`src/rtl/core/lcdnw_pkg.sv`:
```
// Shared types and constants for the character LCD nibble writer.
// Used by the front classifier, the command queue, the strobe sequencer and the top level.
package lcdnw_pkg;

    typedef enum logic [1:0] {
        OP_DATA   = 2'd0,
        OP_INSTR  = 2'd1,
        OP_CURSOR = 2'd2,
        OP_INIT   = 2'd3
    } op_t;

    localparam logic [1:0] CFG_STROBE   = 2'd0;
    localparam logic [1:0] CFG_SETTLE   = 2'd1;
    localparam logic [1:0] CFG_POWER_UP = 2'd2;

    localparam logic [7:0] STROBE_RESET   = 8'd1;
    localparam logic [7:0] SETTLE_RESET   = 8'd2;
    localparam logic [7:0] POWER_UP_RESET = 8'd30;

    localparam logic [7:0] CMD_SET_DDRAM = 8'h80;
    localparam int         ROW_SHIFT     = 6;

    localparam int         QUEUE_DEPTH = 4;
    localparam int         QUEUE_AW    = 2;
    localparam int         QUEUE_CW    = 3;

    localparam logic [2:0] INIT_LAST_STEP = 3'd6;

    typedef struct packed {
        logic       is_init;
        logic       rs;
        logic       full;
        logic [7:0] code;
    } cmd_t;

    typedef struct packed {
        logic full;
        logic empty;
    } queue_status_t;

    typedef struct packed {
        logic [8:0] after_ms;
        logic [7:0] pulse_ms;
        logic [7:0] lead_ms;
        logic [3:0] nibble;
        logic       reg_select;
    } strobe_t;

    function automatic logic [3:0] init_nibble(input logic [2:0] step);
        logic [3:0] nib;
        unique case (step)
            3'd0:    nib = 4'h2;
            3'd1:    nib = 4'h2;
            3'd2:    nib = 4'h8;
            3'd3:    nib = 4'h0;
            3'd4:    nib = 4'hC;
            3'd5:    nib = 4'h0;
            3'd6:    nib = 4'h1;
            default: nib = 4'h0;
        endcase
        return nib;
    endfunction

    function automatic logic [1:0] init_extra(input logic [2:0] step);
        logic [1:0] extra;
        unique case (step)
            3'd2:    extra = 2'd1;
            3'd4:    extra = 2'd1;
            3'd6:    extra = 2'd2;
            default: extra = 2'd0;
        endcase
        return extra;
    endfunction

endpackage

```
`src/rtl/core/lcdnw_front.sv`:
```
// Front classifier: turns a request into a queued command and tracks init_done.
// Depends on lcdnw_pkg.
module lcdnw_front #(
    parameter int ROWS    = 2,
    parameter int COLUMNS = 16
) (
    input  logic                 aclk,
    input  logic                 aresetn,
    input  logic                 accept,
    input  logic [1:0]           operation,
    input  logic [7:0]           value,
    input  logic [1:0]           row,
    input  logic [4:0]           column,
    output logic                 push,
    output lcdnw_pkg::cmd_t      cmd,
    output logic                 init_done
);

    logic       init_done_reg;
    logic       init_done_next;
    logic       cursor_ok;
    logic [7:0] cursor_code;

    assign cursor_ok   = ({1'b0, row} < 3'(ROWS)) && ({1'b0, column} < 6'(COLUMNS));
    assign cursor_code = (8'({row, {lcdnw_pkg::ROW_SHIFT{1'b0}}}) + {3'b000, column})
                       | lcdnw_pkg::CMD_SET_DDRAM;

    always_comb begin
        cmd  = '0;
        push = accept;
        unique case (lcdnw_pkg::op_t'(operation))
            lcdnw_pkg::OP_DATA: begin
                cmd.rs   = 1'b1;
                cmd.full = 1'b1;
                cmd.code = value;
            end
            lcdnw_pkg::OP_INSTR: begin
                cmd.full = init_done_reg;
                cmd.code = value;
            end
            lcdnw_pkg::OP_CURSOR: begin
                cmd.full = init_done_reg;
                cmd.code = cursor_code;
                push     = accept && cursor_ok;
            end
            default: begin
                cmd.is_init = 1'b1;
            end
        endcase
    end

    assign init_done_next = init_done_reg
                         || (accept && (operation == lcdnw_pkg::OP_INIT));

    always_ff @(posedge aclk) begin
        if (!aresetn) begin
            init_done_reg <= 1'b0;
        end else begin
            init_done_reg <= init_done_next;
        end
    end

    assign init_done = init_done_reg;

endmodule

```
`src/rtl/core/lcdnw_queue.sv`:
```
// Short command queue between the front classifier and the strobe sequencer.
// Depends on lcdnw_pkg.
module lcdnw_queue (
    input  logic                      aclk,
    input  logic                      aresetn,
    input  logic                      push,
    input  lcdnw_pkg::cmd_t           wr_cmd,
    input  logic                      pop,
    output lcdnw_pkg::cmd_t           rd_cmd,
    output lcdnw_pkg::queue_status_t  status,
    output logic [lcdnw_pkg::QUEUE_CW-1:0] count
);

    lcdnw_pkg::cmd_t                   mem_reg [lcdnw_pkg::QUEUE_DEPTH];
    logic [lcdnw_pkg::QUEUE_AW-1:0]    wr_ptr_reg;
    logic [lcdnw_pkg::QUEUE_AW-1:0]    wr_ptr_next;
    logic [lcdnw_pkg::QUEUE_AW-1:0]    rd_ptr_reg;
    logic [lcdnw_pkg::QUEUE_AW-1:0]    rd_ptr_next;
    logic [lcdnw_pkg::QUEUE_CW-1:0]    count_reg;
    logic [lcdnw_pkg::QUEUE_CW-1:0]    count_next;
    logic                              do_push;
    logic                              do_pop;

    assign status.full  = (count_reg == lcdnw_pkg::QUEUE_CW'(lcdnw_pkg::QUEUE_DEPTH));
    assign status.empty = (count_reg == '0);
    assign do_push      = push && !status.full;
    assign do_pop       = pop && !status.empty;

    always_comb begin
        wr_ptr_next = do_push ? wr_ptr_reg + 1'b1 : wr_ptr_reg;
        rd_ptr_next = do_pop ? rd_ptr_reg + 1'b1 : rd_ptr_reg;
        count_next  = count_reg;
        if (do_push && !do_pop) begin
            count_next = count_reg + 1'b1;
        end else if (do_pop && !do_push) begin
            count_next = count_reg - 1'b1;
        end
    end

    always_ff @(posedge aclk) begin
        if (!aresetn) begin
            wr_ptr_reg <= '0;
            rd_ptr_reg <= '0;
            count_reg  <= '0;
        end else begin
            wr_ptr_reg <= wr_ptr_next;
            rd_ptr_reg <= rd_ptr_next;
            count_reg  <= count_next;
        end
    end

    always_ff @(posedge aclk) begin
        if (do_push) begin
            mem_reg[wr_ptr_reg] <= wr_cmd;
        end
    end

    assign rd_cmd = mem_reg[rd_ptr_reg];
    assign count  = count_reg;

endmodule

```
`src/rtl/core/lcdnw_back.sv`:
```
// Strobe sequencer: expands the head command into enable strobes, one per cycle unless the result channel stalls.
// Depends on lcdnw_pkg; drives the registered result channel.
module lcdnw_back (
    input  logic                      aclk,
    input  logic                      aresetn,
    input  lcdnw_pkg::cmd_t           cmd,
    input  lcdnw_pkg::queue_status_t  status,
    output logic                      pop,
    input  logic [7:0]                strobe_ms,
    input  logic [7:0]                settle_ms,
    input  logic [7:0]                power_up_ms,
    output logic                      m_tvalid,
    input  logic                      m_tready,
    output lcdnw_pkg::strobe_t        m_strobe,
    output logic                      m_last,
    output logic [2:0]                step
);

    logic                  valid_reg;
    logic                  valid_next;
    lcdnw_pkg::strobe_t    data_reg;
    logic                  last_reg;
    logic [2:0]            step_reg;
    logic [2:0]            step_next;
    logic                  emit;
    lcdnw_pkg::strobe_t    strobe;
    logic                  strobe_last;

    assign emit = !status.empty && (!valid_reg || m_tready);

    always_comb begin
        strobe            = '0;
        strobe.pulse_ms   = (strobe_ms == '0) ? 8'd1 : strobe_ms;
        strobe.reg_select = cmd.rs;
        strobe_last       = 1'b1;
        if (cmd.is_init) begin
            strobe.reg_select = 1'b0;
            strobe.nibble     = lcdnw_pkg::init_nibble(step_reg);
            strobe.lead_ms    = (step_reg == '0) ? power_up_ms : 8'd0;
            strobe.after_ms   = {1'b0, settle_ms}
                              + {7'b0, lcdnw_pkg::init_extra(step_reg)};
            strobe_last       = (step_reg == lcdnw_pkg::INIT_LAST_STEP);
        end else if (cmd.full && (step_reg == '0)) begin
            strobe.nibble   = cmd.code[7:4];
            strobe.after_ms = 9'd0;
            strobe_last     = 1'b0;
        end else if (cmd.full) begin
            strobe.nibble   = cmd.code[3:0];
            strobe.after_ms = {1'b0, settle_ms};
        end else begin
            strobe.nibble   = cmd.code[7:4];
            strobe.after_ms = {1'b0, settle_ms};
        end
    end

    always_comb begin
        step_next  = step_reg;
        valid_next = valid_reg;
        if (emit) begin
            valid_next = 1'b1;
            step_next  = strobe_last ? 3'd0 : step_reg + 1'b1;
        end else if (m_tready) begin
            valid_next = 1'b0;
        end
    end

    assign pop = emit && strobe_last;

    always_ff @(posedge aclk) begin
        if (!aresetn) begin
            valid_reg <= 1'b0;
            step_reg  <= '0;
        end else begin
            valid_reg <= valid_next;
            step_reg  <= step_next;
        end
    end

    always_ff @(posedge aclk) begin
        if (emit) begin
            data_reg <= strobe;
            last_reg <= strobe_last;
        end
    end

    assign m_tvalid = valid_reg;
    assign m_strobe = data_reg;
    assign m_last   = last_reg;
    assign step     = step_reg;

endmodule

```
`src/rtl/core/char_lcd_nibble_writer_core.sv`:
```
// Character LCD 4-bit bus writer: requests in, one result per enable strobe out.
// Depends on lcdnw_pkg, lcdnw_front, lcdnw_queue and lcdnw_back.
//
// A request is taken whenever the four-entry command queue has room; the sequencer
// then issues one strobe result per cycle from the queue head while the result channel
// is not stalled, so a request yields one result (instruction or cursor move before an
// init request is taken), two (full byte) or seven (init sequence); an out-of-range
// cursor move produces nothing. The result register is refilled in the same cycle it
// is taken. Configuration writes take effect on the next clock.
module char_lcd_nibble_writer_core #(
    parameter int ROWS    = 2,
    parameter int COLUMNS = 16
) (
    input  logic        aclk,
    input  logic        aresetn,
    input  logic        cfg_we,
    input  logic [1:0]  cfg_index,
    input  logic [7:0]  cfg_wdata,
    input  logic        s_tvalid,
    output logic        s_tready,
    input  logic [15:0] s_tdata,   // value[7:0], row[9:8], column[14:10], zero[15]
    input  logic [1:0]  s_tuser,   // operation[1:0]
    output logic        m_tvalid,
    input  logic        m_tready,
    output logic [31:0] m_tdata,   // reg_select[0], nibble[4:1], lead_ms[12:5],
                                   // pulse_ms[20:13], after_ms[29:21], zero[31:30]
    output logic        m_tlast
);

    logic [7:0]                         strobe_ms_reg;
    logic [7:0]                         settle_ms_reg;
    logic [7:0]                         power_up_ms_reg;
    logic                               accept;
    logic                               push;
    logic                               pop;
    logic                               init_done;
    lcdnw_pkg::cmd_t                    wr_cmd;
    lcdnw_pkg::cmd_t                    rd_cmd;
    lcdnw_pkg::queue_status_t           status;
    logic [lcdnw_pkg::QUEUE_CW-1:0]     count;
    lcdnw_pkg::strobe_t                 m_strobe;
    logic [2:0]                         step;

    always_ff @(posedge aclk) begin
        if (!aresetn) begin
            strobe_ms_reg   <= lcdnw_pkg::STROBE_RESET;
            settle_ms_reg   <= lcdnw_pkg::SETTLE_RESET;
            power_up_ms_reg <= lcdnw_pkg::POWER_UP_RESET;
        end else if (cfg_we) begin
            priority case (cfg_index)
                lcdnw_pkg::CFG_STROBE:   strobe_ms_reg   <= cfg_wdata;
                lcdnw_pkg::CFG_SETTLE:   settle_ms_reg   <= cfg_wdata;
                lcdnw_pkg::CFG_POWER_UP: power_up_ms_reg <= cfg_wdata;
                default: ;
            endcase
        end
    end

    assign s_tready = !status.full;
    assign accept   = s_tvalid && s_tready;

    lcdnw_front #(
        .ROWS    (ROWS),
        .COLUMNS (COLUMNS)
    ) u_front (
        .aclk      (aclk),
        .aresetn   (aresetn),
        .accept    (accept),
        .operation (s_tuser),
        .value     (s_tdata[7:0]),
        .row       (s_tdata[9:8]),
        .column    (s_tdata[14:10]),
        .push      (push),
        .cmd       (wr_cmd),
        .init_done (init_done)
    );

    lcdnw_queue u_queue (
        .aclk    (aclk),
        .aresetn (aresetn),
        .push    (push),
        .wr_cmd  (wr_cmd),
        .pop     (pop),
        .rd_cmd  (rd_cmd),
        .status  (status),
        .count   (count)
    );

    lcdnw_back u_back (
        .aclk        (aclk),
        .aresetn     (aresetn),
        .cmd         (rd_cmd),
        .status      (status),
        .pop         (pop),
        .strobe_ms   (strobe_ms_reg),
        .settle_ms   (settle_ms_reg),
        .power_up_ms (power_up_ms_reg),
        .m_tvalid    (m_tvalid),
        .m_tready    (m_tready),
        .m_strobe    (m_strobe),
        .m_last      (m_tlast),
        .step        (step)
    );

    assign m_tdata = {2'b00, m_strobe};

    a_queue_bound: assert property (@(posedge aclk) disable iff (!aresetn)
        count <= lcdnw_pkg::QUEUE_CW'(lcdnw_pkg::QUEUE_DEPTH))
        else $error("command queue count beyond depth");

    a_step_bound: assert property (@(posedge aclk) disable iff (!aresetn)
        step <= lcdnw_pkg::INIT_LAST_STEP)
        else $error("strobe step beyond init sequence");

    a_init_sets_done: assert property (@(posedge aclk) disable iff (!aresetn)
        (accept && (s_tuser == lcdnw_pkg::OP_INIT)) |=> init_done)
        else $error("init request did not set init_done");

    a_pulse_nonzero: assert property (@(posedge aclk) disable iff (!aresetn)
        m_tvalid |-> (m_strobe.pulse_ms != 8'd0))
        else $error("zero enable pulse length");

endmodule

```
`config.mk`:
```
export PLATFORM = sky130hd
export DESIGN_NAME = char_lcd_nibble_writer_core
export DESIGN_NICKNAME = d
export VERILOG_FILES = /design/src/rtl/core/lcdnw_pkg.sv /design/src/rtl/core/lcdnw_front.sv /design/src/rtl/core/lcdnw_queue.sv /design/src/rtl/core/lcdnw_back.sv /design/src/rtl/core/char_lcd_nibble_writer_core.sv
export SDC_FILE = /design/constraint.sdc
export NUM_CORES = 1
export LEC_CHECK = 0
export ABC_AREA = 1
export BUFFER_PORTS_ARGS = -buffer_cell sky130_fd_sc_hd__buf_2
export CORE_UTILIZATION = 29
export DETAILED_ROUTE_END_ITERATION = 8
export PLACE_DENSITY_LB_ADDON = 0.2
export SLEW_MARGIN = 20
export SYNTH_ARGS = -nofsm -noshare
export SYNTH_HDL_FRONTEND = slang
export SYNTH_SLANG_ARGS = --single-unit
```
`constraint.sdc`:
```
create_clock -name aclk -period 3.1 [get_ports aclk]
set_clock_uncertainty 0.05 [all_clocks]
set_input_delay 0.775 -clock aclk [delete_from_list [all_inputs] [get_ports aclk]]
set_output_delay 0.775 -clock aclk [all_outputs]
set_load 0.1 [all_outputs]
```
==> results by group, run 1 <==
Logic synthesis
  • Post-synth EDFFs: 75
  • Syn Inst Count: 473
  • Async set or reset register ratio after synthesis: 0%
  • Mapped Area: 0.00481 mm²
  • Synth top area cells: edfxtp_1, dfxtp_1, nand2_1, nor2_1, o21ai_0
  • Area leader, netlist: edfxtp_1
  • Yosys warnings: 0
  • Library cells used by synthesis: 33
  • Syn_area_per_cell: 10.2 µm²
  • Primary FF master, synth: edfxtp_1
  • Sequential fraction of the synthesis area: 62.7%
  • Count leader, synth: edfxtp_1
  • Share of the synthesized area in the top cell type: 46.8%
  • Number of synthesized register bits: 113
  • Most common library cells after synthesis: edfxtp_1, nand2_1, nor2_1

Layout
  • Area occupied by multi-input gates: 0.00148 mm²
  • FF/Latch Area: 0.00301 mm²
  • Largest register FFs: 44
  • Layout fillers: 1594
  • Antenna cells: 0
  • Area Overhead vs Synth: 24.0%
  • Fin util: 37.1%
  • Final net count: 593
  • Layout cells sized above 1: 22.1%

Die
  • I/O pin total: 68
  • Core area: 0.0161 mm²
  • Die boundary height: 131 µm
  • Die width: 131 µm
  • DIE AREA: 0.0171 mm²
  • Row cnt: 46
  • Starting Density: 29.9%

Power
  • Switching power: 3.31 mW
  • Leak: 2.49 nW
  • Sw frac: 47.3%
  • Int Power: 3.68 mW
  • Combinational power share: 41.8%
  • VDD IR max: 581 µV
  • Reg power frac: 31.1%
  • Clk pwr share: 27.1%
  • P per Cell Area: 1170 mW/mm²

Clock network
  • Max Buffers Root-to-Sink: 2
  • Postcts setup bufs: 0
  • CTS HTree Levels: 4
  • CTS tree: done
  • Clock transition at path regs: 0.06 ns
  • Worst skew pair latency: 0.41 ns
  • Sink Count: 113
  • CTS Buf Count: 17
  • Clock Tree Root: clkbuf_16
  • Post-cts sizing count: 0
  • CTS Hold Bufs: 0

GRT
  • All-Layer GR Usage: 13.1%
  • Initial antenna violation count: 0
  • First-pass GRT wire length: 16400 µm
  • GR Overflow Total: 0
  • Pin count of the biggest net entering global routing: 36
  • Vias in the first global route: 3218

Timing
  • Final setup fails: 0
  • Final WS setup: 0.614 ns
  • Max-slew headroom: 59.8%
  • Worst hold slack: 0.406 ns
  • Hold Vio Cnt, Final: 0
  • Fin crit period: 2.49 ns
  • Fin Setup TNS: 0 ns
  • Fmax achieved: 402 MHz
  • RSZ-0062 raised after global routing: no
  • Fin. max-slew vios: 0
  • Slew at the pin with the worst max-slew slack: 0.602 ns
  • Final period util: 80.2%

Route
  • Initial DRT Pass Iterations: 4
  • Initial DRC Count: 163
  • Residual DRC: 0
  • Routed Antenna Nets: 0
  • DR vias/cell: 4.33
  • Via count: 3363
  • Routed len/inst: 13.4 µm
  • Drt total wl: 10400 µm

Critical path
  • CP Capture Type: register
  • Worst Path Arrival: 2.73 ns
  • Reg-to-Reg Start: u_back.step[0]$_SDFFE_PN0P_
  • FF-to-FF End: u_queue.count[2]$_SDFFE_PN0P_
  • Worst setup SP type: register
  • Crit path kind: reg2reg
  • Flop-to-flop setup slack: 0.61 ns
  • WP data required: 3.34 ns
  • CP max FO: 5
  • Reg2Reg Depth: 12

Worst hold path
  • Hold Path Class: reg2reg
  • Worst hold stages: 2
  • Hold EP: power_up_ms_reg[7]$_SDFFE_PN0P_
  • Hold path startpoint: power_up_ms_reg[7]$_SDFFE_PN0P_

Placed design
  • Dpl hpwl: 7030 µm
  • Placer congestion estimate: 0.717
  • Port buffer count: 64
  • Worst slack, placed: 0.266 ns

Run
  • Maxcap violations: 0

Outcome
  • Status: complete, no violations
[metal layers]
metal,global-route usage (%),wire (µm),vias up
met5,0,0,-
met4,5.54,130,0
met3,3.50,487,8
met2,20.0,4840,77
met1,17.4,4970,1540
li1,-,-,1738
[through the flow]
| step | cells | instance area (µm²) | total power [mW] |
|---|---|---|---|
| 4_1_cts | 776 | 5960 | 7.06 |
| 6_report | 776 | 5960 | 6.99 |
| 5_1_grt | 776 | 5960 | 7.35 |
| 3_3_place_gp | 744 | 5380 | 5.12 |
| 2_1_floorplan | 474 | 4810 | 4.60 |
| 3_5_place_dp | 744 | 5380 | 5.15 |
[power groups by stage]
stage                     sequential, mW  clock, mW  combinational [mW]
after CTS                           2.18       1.92                2.95
after global routing                2.21       1.99                3.14
after detailed placement            2.21          0                2.95
after floorplan                     3.68          0               0.928
final                               2.17       1.89                2.92
after global placement              2.20          0                2.91
[cell families (layout without fill, tap and decap cells)]
kind of cell / Yosys count / in the layout / synth area share, %
xor gates and xnor gates: 1 / 1 / 0.182
other: 1 / 2 / 0.0780
and+or+nand+nor: 181 / 181 / 16.7
DFF: 113 / 113 / 62.7
adders and majority gates: 13 / 13 / 3.70
AOI/OAI and AO/OA: 86 / 86 / 10.1
buffers and inverters: 78 / 164 / 6.58
[how the worst max path moves through the flow]
stage / cells after the start / from / slack [ns] / to
final: 12 / u_back.step[0]$_SDFFE_PN0P_ / 0.61 / u_queue.count[2]$_SDFFE_PN0P_
after global routing: 13 / register / 0.37 / u_queue.count[2]$_SDFFE_PN0P_
after CTS: 13 / register / 0.61 / u_queue.count[2]$_SDFFE_PN0P_
after detailed placement: 11 / s_tuser[1] / 0.27 / u_queue.count[2]$_SDFFE_PN0P_
after global placement: 11 / s_tuser[1] / 0.32 / u_queue.count[2]$_SDFFE_PN0P_
after floorplan: 10 / m_tready / 0.15 / u_queue.count[1]$_SDFFE_PN0P_
[cells in the final DEF (no fill, tap or decap), types with 2 or more instances in the layout]
cell type / synthesis / final
a21oi_1: 23 / 23
a22o_1: 6 / 6
buf_2: 1 / 64
buf_4: 4 / 9
clkbuf_16: 0 / 19
clkinv_4: 0 / 3
conb_1: 1 / 2
dfxtp_1: 38 / 37
edfxtp_1: 75 / 75
fa_1: 2 / 2
ha_1: 11 / 11
inv_1: 56 / 56
inv_2: 3 / 3
inv_6: 0 / 7
nand2_1: 71 / 71
nand2_2: 6 / 6
nand3_1: 27 / 27
nand3_2: 2 / 2
nand3_4: 2 / 2
nand4_1: 3 / 3
nor2_1: 63 / 63
nor3_1: 3 / 3
nor3_2: 2 / 2
o211ai_1: 7 / 7
o21ai_0: 43 / 43
o22ai_1: 2 / 2
[final cells by class]
cell class | instances | area share (%)
Timing Repair Buffer | 73 | 6.50
Inverter | 59 | 3.71
Clock inverter | 13 | 1.89
Clock buffer | 19 | 7.97
Multi-Input combinational cell | 283 | 24.9
Tap cell | 216 | 4.53
Sequential cell | 113 | 50.5
[worst max-delay path, cell delays in order (launching register included)]
cell and delay [ns]:
dfxtp_1 0.40, inv_1 0.10, ha_1 0.22, nand2_1 0.16, nand3_1 0.20, nand3_4 0.17, ha_1 0.15, inv_1 0.07
fa_1 0.38, a21oi_1 0.14, o21ai_0 0.11, o21ai_0 0.17, a21oi_1 0.06
Power figures use the tool's default switching activity.
==> run 2: changes to the inputs <==
--- a/config.mk
+++ b/config.mk
@@ -5,7 +5,7 @@
 export SDC_FILE = /design/constraint.sdc
 export NUM_CORES = 1
 export LEC_CHECK = 0
-export ABC_AREA = 1
+export ABC_AREA = 0
 export BUFFER_PORTS_ARGS = -buffer_cell sky130_fd_sc_hd__buf_2
 export CORE_UTILIZATION = 29
 export DETAILED_ROUTE_END_ITERATION = 8
==> constraint.sdc (replaced) <==
create_clock -name aclk -period 2.1 [get_ports aclk]
set_clock_uncertainty 0.05 [all_clocks]
set_input_delay 0.525 -clock aclk [delete_from_list [all_inputs] [get_ports aclk]]
set_output_delay 0.525 -clock aclk [all_outputs]
set_load 0.1 [all_outputs]
==> results by group, run 2 <==
Timing
  • Fin. max-slew vios: 0
  • Slew at the pin with the worst max-slew slack: 0.626 ns
  • Fin crit period: 2.46 ns
  • Final period util: 117%
  • Fin Setup TNS: -0.731 ns
  • Final setup fails: 8
  • Max-slew headroom: 58.2%
  • Final WS setup: -0.356 ns
  • RSZ-0062 raised after global routing: yes
  • Hold Vio Cnt, Final: 0
  • Fmax achieved: 407 MHz

Critical path
  • Worst setup SP type: register
  • CP max FO: 3
  • WP data required: 2.40 ns
  • FF-to-FF End: u_queue.count[2]$_SDFFE_PN0P_
  • Worst Path Arrival: 2.75 ns
  • Reg2Reg Depth: 10
  • Crit path kind: reg2reg
  • Flop-to-flop setup slack: -0.36 ns
  • CP Capture Type: register

Logic synthesis
  • Syn_area_per_cell: 13.9 µm²
  • Async set or reset register ratio after synthesis: 0%
  • Mux contribution to synthesized area: 12.8%
  • Main combinational cell family by area after synthesis: multiplexers
  • Post-synthesis compound-gate area fraction: 5.06%
  • Count leader, synth: edfxtp_1
  • Simple-gate share of the synthesized area: 11.5%
  • Area share of fa/ha/maj cells after synthesis: 3.89%
  • Synth top area cells: edfxtp_1, dfxtp_1, mux2i_1, nor2b_1, ha_1
  • Share of the synthesized area in the top cell type: 46.7%
  • Number of synthesized register bits: 113
  • Yosys warnings: 0
  • Most common library cells after synthesis: edfxtp_1, dfxtp_1, mux2i_1
  • Post-Synth XOR/XNOR Area: 0.727%
  • Area leader, netlist: edfxtp_1
  • Mapped Area: 0.00482 mm²
  • Post-synth EDFFs: 75
  • Primary FF master, synth: edfxtp_1
  • Syn Inst Count: 346
  • Sequential fraction of the synthesis area: 62.5%
  • Library cells used by synthesis: 48

Die
  • DIE AREA: 0.0171 mm²
  • Row cnt: 46
  • I/O pin total: 68
  • Die boundary height: 131 µm
  • Die width: 131 µm
  • Core area: 0.0161 mm²
  • Starting Density: 30.0%

Power
  • VDD IR max: 794 µV
  • P per Cell Area: 1640 mW/mm²
  • Tot Pwr: 10.5 mW
  • Leak: 2.56 nW

Layout
  • Final net count: 499
  • Commonest non-fill, non-tap cell in the layout: edfxtp_1
  • Layout fillers: 1534
  • Area Overhead vs Synth: 32.5%
  • Layout cells sized above 1: 37.8%
  • Largest register FFs: 44
  • Antenna cells: 0
  • Most frequent cells in the layout: edfxtp_1, buf_2, buf_4, dfxtp_1, mux2i_1

Worst hold path
  • Worst hold stages: 3
  • Hold EP: power_up_ms_reg[2]$_SDFFE_PN1P_
  • Hold path startpoint: cfg_wdata[2]
  • Hold Path Class: in2reg

GRT
  • Pin count of the biggest net entering global routing: 34
  • Initial antenna violation count: 0
  • All-Layer GR Usage: 12.5%
  • GR Overflow Total: 0
  • Vias in the first global route: 3033
  • First-pass GRT wire length: 15300 µm

Clock network
  • Worst skew pair latency: 0.42 ns
  • Max Buffers Root-to-Sink: 2
  • CTS tree: done
  • Clock transition at path regs: 0.05 ns
  • CTS HTree Levels: 4
  • Clock Tree Root: clkbuf_16
  • Sink Count: 113
  • CTS Buf Count: 17

Run
  • Maxcap violations: 0

Route
  • Via count: 2916
  • Routed Antenna Nets: 0
  • Routed len/inst: 14.0 µm
  • DR vias/cell: 4.28
  • Initial DRT Pass Iterations: 4
  • Drt total wl: 9580 µm
  • Initial DRC Count: 63
  • Residual DRC: 0

Placed design
  • Dpl hpwl: 6880 µm
  • Port buffer count: 64
  • Worst slack, placed: -0.371 ns
  • Placer congestion estimate: 0.742

Outcome
  • Violated checks: negative setup slack
  • Status: finished with violations
run 2: changes by cell type after synthesis, sizes merged, moves of 23 or more:
cell	previous run	this run
a21oi	24	1
o21ai	43	8
nand2	77	21
inv	59	17
mux2i	0	34
nand3	31	6
nor2b	0	23
nor2	64	6
run 2: cells by family (layout without fill, tap and decap cells):
logic type               after synthesis  after routing
AO/OA/AOI/OAI                         34             34
XOR/XNOR                               4              4
adder cells (fa/ha/maj)               14             14
buffers and inverters                 39            158
flip-flops                           113            113
multiplexers                          46             46
other                                  1              2
AND/OR/NAND/NOR                       95             95
run 2: what timing repair did:
action | CTS | global route
hold buffers | 0 | 0
pin swaps | 1 | 2
setup buffers | 2 | 2
resized for setup | 16 | 14
endpoints found under the setup margin | 13 | 34
run 2: stage by stage:
step	util, %	hold WS (ns)	area (µm²)	std cells
6_report	39.8	0.333	6380	682
5_1_grt	39.8	0.340	6380	682
4_1_cts	39.3	0.310	6320	680
3_5_place_dp	35.2	0.400	5660	646
3_3_place_gp	35.2	0.394	5660	646
2_1_floorplan	-	0.386	4860	347
run 2: cell type report:
class | instances | area, µm² | area share, %
clock buffers | 19 | 443 | 6.94
clock inverters | 13 | 163 | 2.55
inverters | 17 | 63.8 | 1.00
multi-input cells | 195 | 1750 | 27.3
flip-flops and latches | 113 | 3020 | 47.3
well taps | 216 | 270 | 4.23
repair buffers | 109 | 681 | 10.7
run 2: layer usage:
metal	wire, µm	track usage [%]	part of all wire [%]
met4	196	6.49	2.0
met3	375	4.03	3.9
met2	4710	20.4	49
met5	0	0	0
met1	4300	14.6	45
run 2: critical path, cell delays in order (launching register included):
cell and delay [ns]:
dfxtp_2 0.34, mux4_2 0.56, nor3b_4 0.25, nor3_4 0.06, inv_2 0.06, ha_4 0.12
inv_2 0.03, fa_2 0.32, xor2_1 0.15, or3_1 0.31, a21boi_1 0.12
run 2: worst max path at each step:
stage	from	end	slack (ns)	cells after the start
floorplan	register	u_queue.count[2]$_SDFFE_PN0P_	-0.53	11
global placement	register	u_queue.count[2]$_SDFFE_PN0P_	-0.34	10
detailed placement	register	u_queue.count[2]$_SDFFE_PN0P_	-0.37	10
CTS	register	u_queue.count[2]$_SDFFE_PN0P_	-0.37	10
global route	register	u_queue.count[2]$_SDFFE_PN0P_	-0.48	10
finish	register	u_queue.count[2]$_SDFFE_PN0P_	-0.36	10
run 2: report_power, final:
part           leakage (nW)  internal (mW)  switching, mW  total [mW]
Clock                 0.289           1.89          0.990        2.88
Sequential             1.02           2.99          0.139        3.13
Combinational          1.25           1.22           3.23        4.46
==> run 3: changes to the inputs <==
--- a/config.mk
+++ b/config.mk
@@ -9,6 +9,7 @@
 export BUFFER_PORTS_ARGS = -buffer_cell sky130_fd_sc_hd__buf_2
 export CORE_UTILIZATION = 29
 export DETAILED_ROUTE_END_ITERATION = 8
+export MAX_ROUTING_LAYER = met4
 export PLACE_DENSITY_LB_ADDON = 0.2
 export SLEW_MARGIN = 20
 export SYNTH_ARGS = -nofsm -noshare
==> results by group, run 3 (same netlist as run 2, synthesis figures left out) <==
Worst hold path
  • Hold Path Class: in2reg
  • Worst hold stages: 3
  • Hold EP: power_up_ms_reg[2]$_SDFFE_PN1P_
  • Hold path startpoint: cfg_wdata[2]

Clock network
  • CTS Buf Count: 17
  • CTS tree: done
  • Worst skew pair latency: 0.41 ns
  • CTS Hold Bufs: 0
  • Clock Tree Root: clkbuf_16
  • CTS HTree Levels: 4
  • Clock transition at path regs: 0.05 ns
  • Max Buffers Root-to-Sink: 2
  • Sink Count: 113

Placed design
  • Port buffer count: 64
  • Dpl hpwl: 6880 µm
  • Placer congestion estimate: 0.752
  • Placed insts: 646

Critical path
  • Most frequent CP cell: inv_2
  • Crit path cell chain: mux4_2, nor3b_4, nor3_4, inv_2, ha_4, inv_2, fa_2, xor2_1, or3_1, a21boi_1
  • WP data required: 2.39 ns
  • FF-to-FF End: u_queue.count[2]$_SDFFE_PN0P_
  • Cell family with most CP delay: simple AND/OR/NAND/NOR gates
  • Worst setup SP type: register
  • Slowest cell delay on critical path: 0.56 ns
  • Worst Path Arrival: 2.75 ns
  • WP buf/inv: 2
  • Reg2Reg Depth: 10
  • Crit path kind: reg2reg
  • Critical-path top delay cell: mux4_2
  • CP max FO: 3
  • Flop-to-flop setup slack: -0.35 ns
  • CP Capture Type: register

Die
  • Die width: 131 µm
  • Starting Density: 30.0%
  • I/O pin total: 68
  • Row cnt: 46
  • Die boundary height: 131 µm
  • DIE AREA: 0.0171 mm²
  • Core area: 0.0161 mm²

Route
  • DR vias/cell: 4.29
  • Via count: 2926
  • Drt total wl: 9580 µm
  • Initial DRT Pass Iterations: 4
  • Routed len/inst: 14.0 µm
  • Initial DRC Count: 65
  • Residual DRC: 0
  • Routed Antenna Nets: 0

Power
  • Clk pwr share: 27.5%
  • Combinational power share: 42.6%
  • Int Power: 6.11 mW
  • P per Cell Area: 1640 mW/mm²
  • Leak: 2.56 nW
  • VDD IR max: 794 µV
  • Switching power: 4.36 mW
  • Reg power frac: 29.9%
  • Sw frac: 41.7%

Timing
  • Slew at the pin with the worst max-slew slack: 0.628 ns
  • Fin crit period: 2.45 ns
  • Final WS setup: -0.353 ns
  • Fmax achieved: 408 MHz
  • Worst hold slack: 0.337 ns
  • Max-slew headroom: 58.2%
  • Final period util: 117%
  • Fin. max-slew vios: 0
  • Hold Vio Cnt, Final: 0
  • RSZ-0062 raised after global routing: yes
  • Final setup fails: 7

Layout
  • Layout fillers: 1534
  • Final std cells w/o fill: 682
  • Antenna cells: 0
  • Layout cells sized above 1: 37.8%
  • Area Overhead vs Synth: 32.5%
  • Largest register FFs: 44
  • Area occupied by multi-input gates: 0.00175 mm²
  • Most frequent cells in the layout: edfxtp_1, buf_2, buf_4, dfxtp_1, mux2i_1
  • Final net count: 499
  • Commonest non-fill, non-tap cell in the layout: edfxtp_1
  • FF/Latch Area: 0.00302 mm²

Run
  • Maxcap violations: 0

GRT
  • All-Layer GR Usage: 12.8%
  • GR Overflow Total: 0
  • First-pass GRT wire length: 15300 µm
  • Vias in the first global route: 3039
  • Pin count of the biggest net entering global routing: 34
  • Initial antenna violation count: 0

Outcome
  • Violated checks: negative setup slack
  • Status: finished with violations
[run 3: cell counts in the layout (fill, tap and decap cells not counted)]
Identical to the previous run, type by type.
[run 3: stage by stage]
| stage | setup TNS, ns | utilization [%] | power, mW | setup WS, ns | cell area (µm²) |
|---|---|---|---|---|---|
| after floorplan | -1.05 | - | 6.52 | -0.533 | 4860 |
| after global placement | -5.69 | 35.2 | 7.52 | -0.335 | 5660 |
| after global routing | -1.51 | 39.8 | 11.0 | -0.475 | 6380 |
| after detailed placement | -4.92 | 35.2 | 7.56 | -0.371 | 5660 |
| after CTS | -0.661 | 39.3 | 10.6 | -0.370 | 6320 |
| final | -0.718 | 39.8 | 10.5 | -0.353 | 6380 |
[run 3: cell type report]
| type | count | share of cell area (%) |
|---|---|---|
| Clock buffer | 19 | 6.94 |
| Sequential cell | 113 | 47.3 |
| Timing Repair Buffer | 109 | 10.7 |
| Multi-Input combinational cell | 195 | 27.3 |
| Tap cell | 216 | 4.23 |
| Clock inverter | 13 | 2.55 |
| Inverter | 17 | 1.00 |
[run 3: worst reg2reg max path, stage by stage, from the launching register on]
cell and delay, ns:
dfxtp_2 0.34, mux4_2 0.56, nor3b_4 0.25, nor3_4 0.06, inv_2 0.06, ha_4 0.12
inv_2 0.03, fa_2 0.32, xor2_1 0.15, or3_1 0.31, a21boi_1 0.12
[run 3: what timing repair did]
action / in CTS / in global routing
pin swaps: 1 / 2
gates cloned: 0 / 0
setup endpoints to repair: 13 / 34
resized for setup: 16 / 14
buffers inserted: 2 / 2
[run 3: routing by layer]
| layer | wire length, µm | vias to the layer above | GRT usage [%] |
|---|---|---|---|
| met5 | 0 | - | - |
| met4 | 156 | 0 | 5.88 |
| met3 | 369 | 14 | 4.11 |
| met2 | 4740 | 58 | 20.5 |
| met1 | 4320 | 1377 | 14.5 |
| li1 | - | 1477 | - |
[run 3: worst max-delay path by stage]
stage                     startpoint                            end  slack [ns]  cells past startpoint
after floorplan             register  u_queue.count[2]$_SDFFE_PN0P_       -0.53                     11
after global placement      register  u_queue.count[2]$_SDFFE_PN0P_       -0.34                     10
after detailed placement    register  u_queue.count[2]$_SDFFE_PN0P_       -0.37                     10
after CTS                   register  u_queue.count[2]$_SDFFE_PN0P_       -0.37                     10
after global routing        register  u_queue.count[2]$_SDFFE_PN0P_       -0.48                     10
final                       register  u_queue.count[2]$_SDFFE_PN0P_       -0.35                     10
[run 3: power groups by stage]
stage	clock, mW	sequential [mW]	combinational [mW]
after floorplan	0	5.22	1.30
after global placement	0	3.18	4.34
after detailed placement	0	3.18	4.37
after CTS	2.96	3.14	4.47
after global routing	3.04	3.19	4.76
final	2.88	3.13	4.46
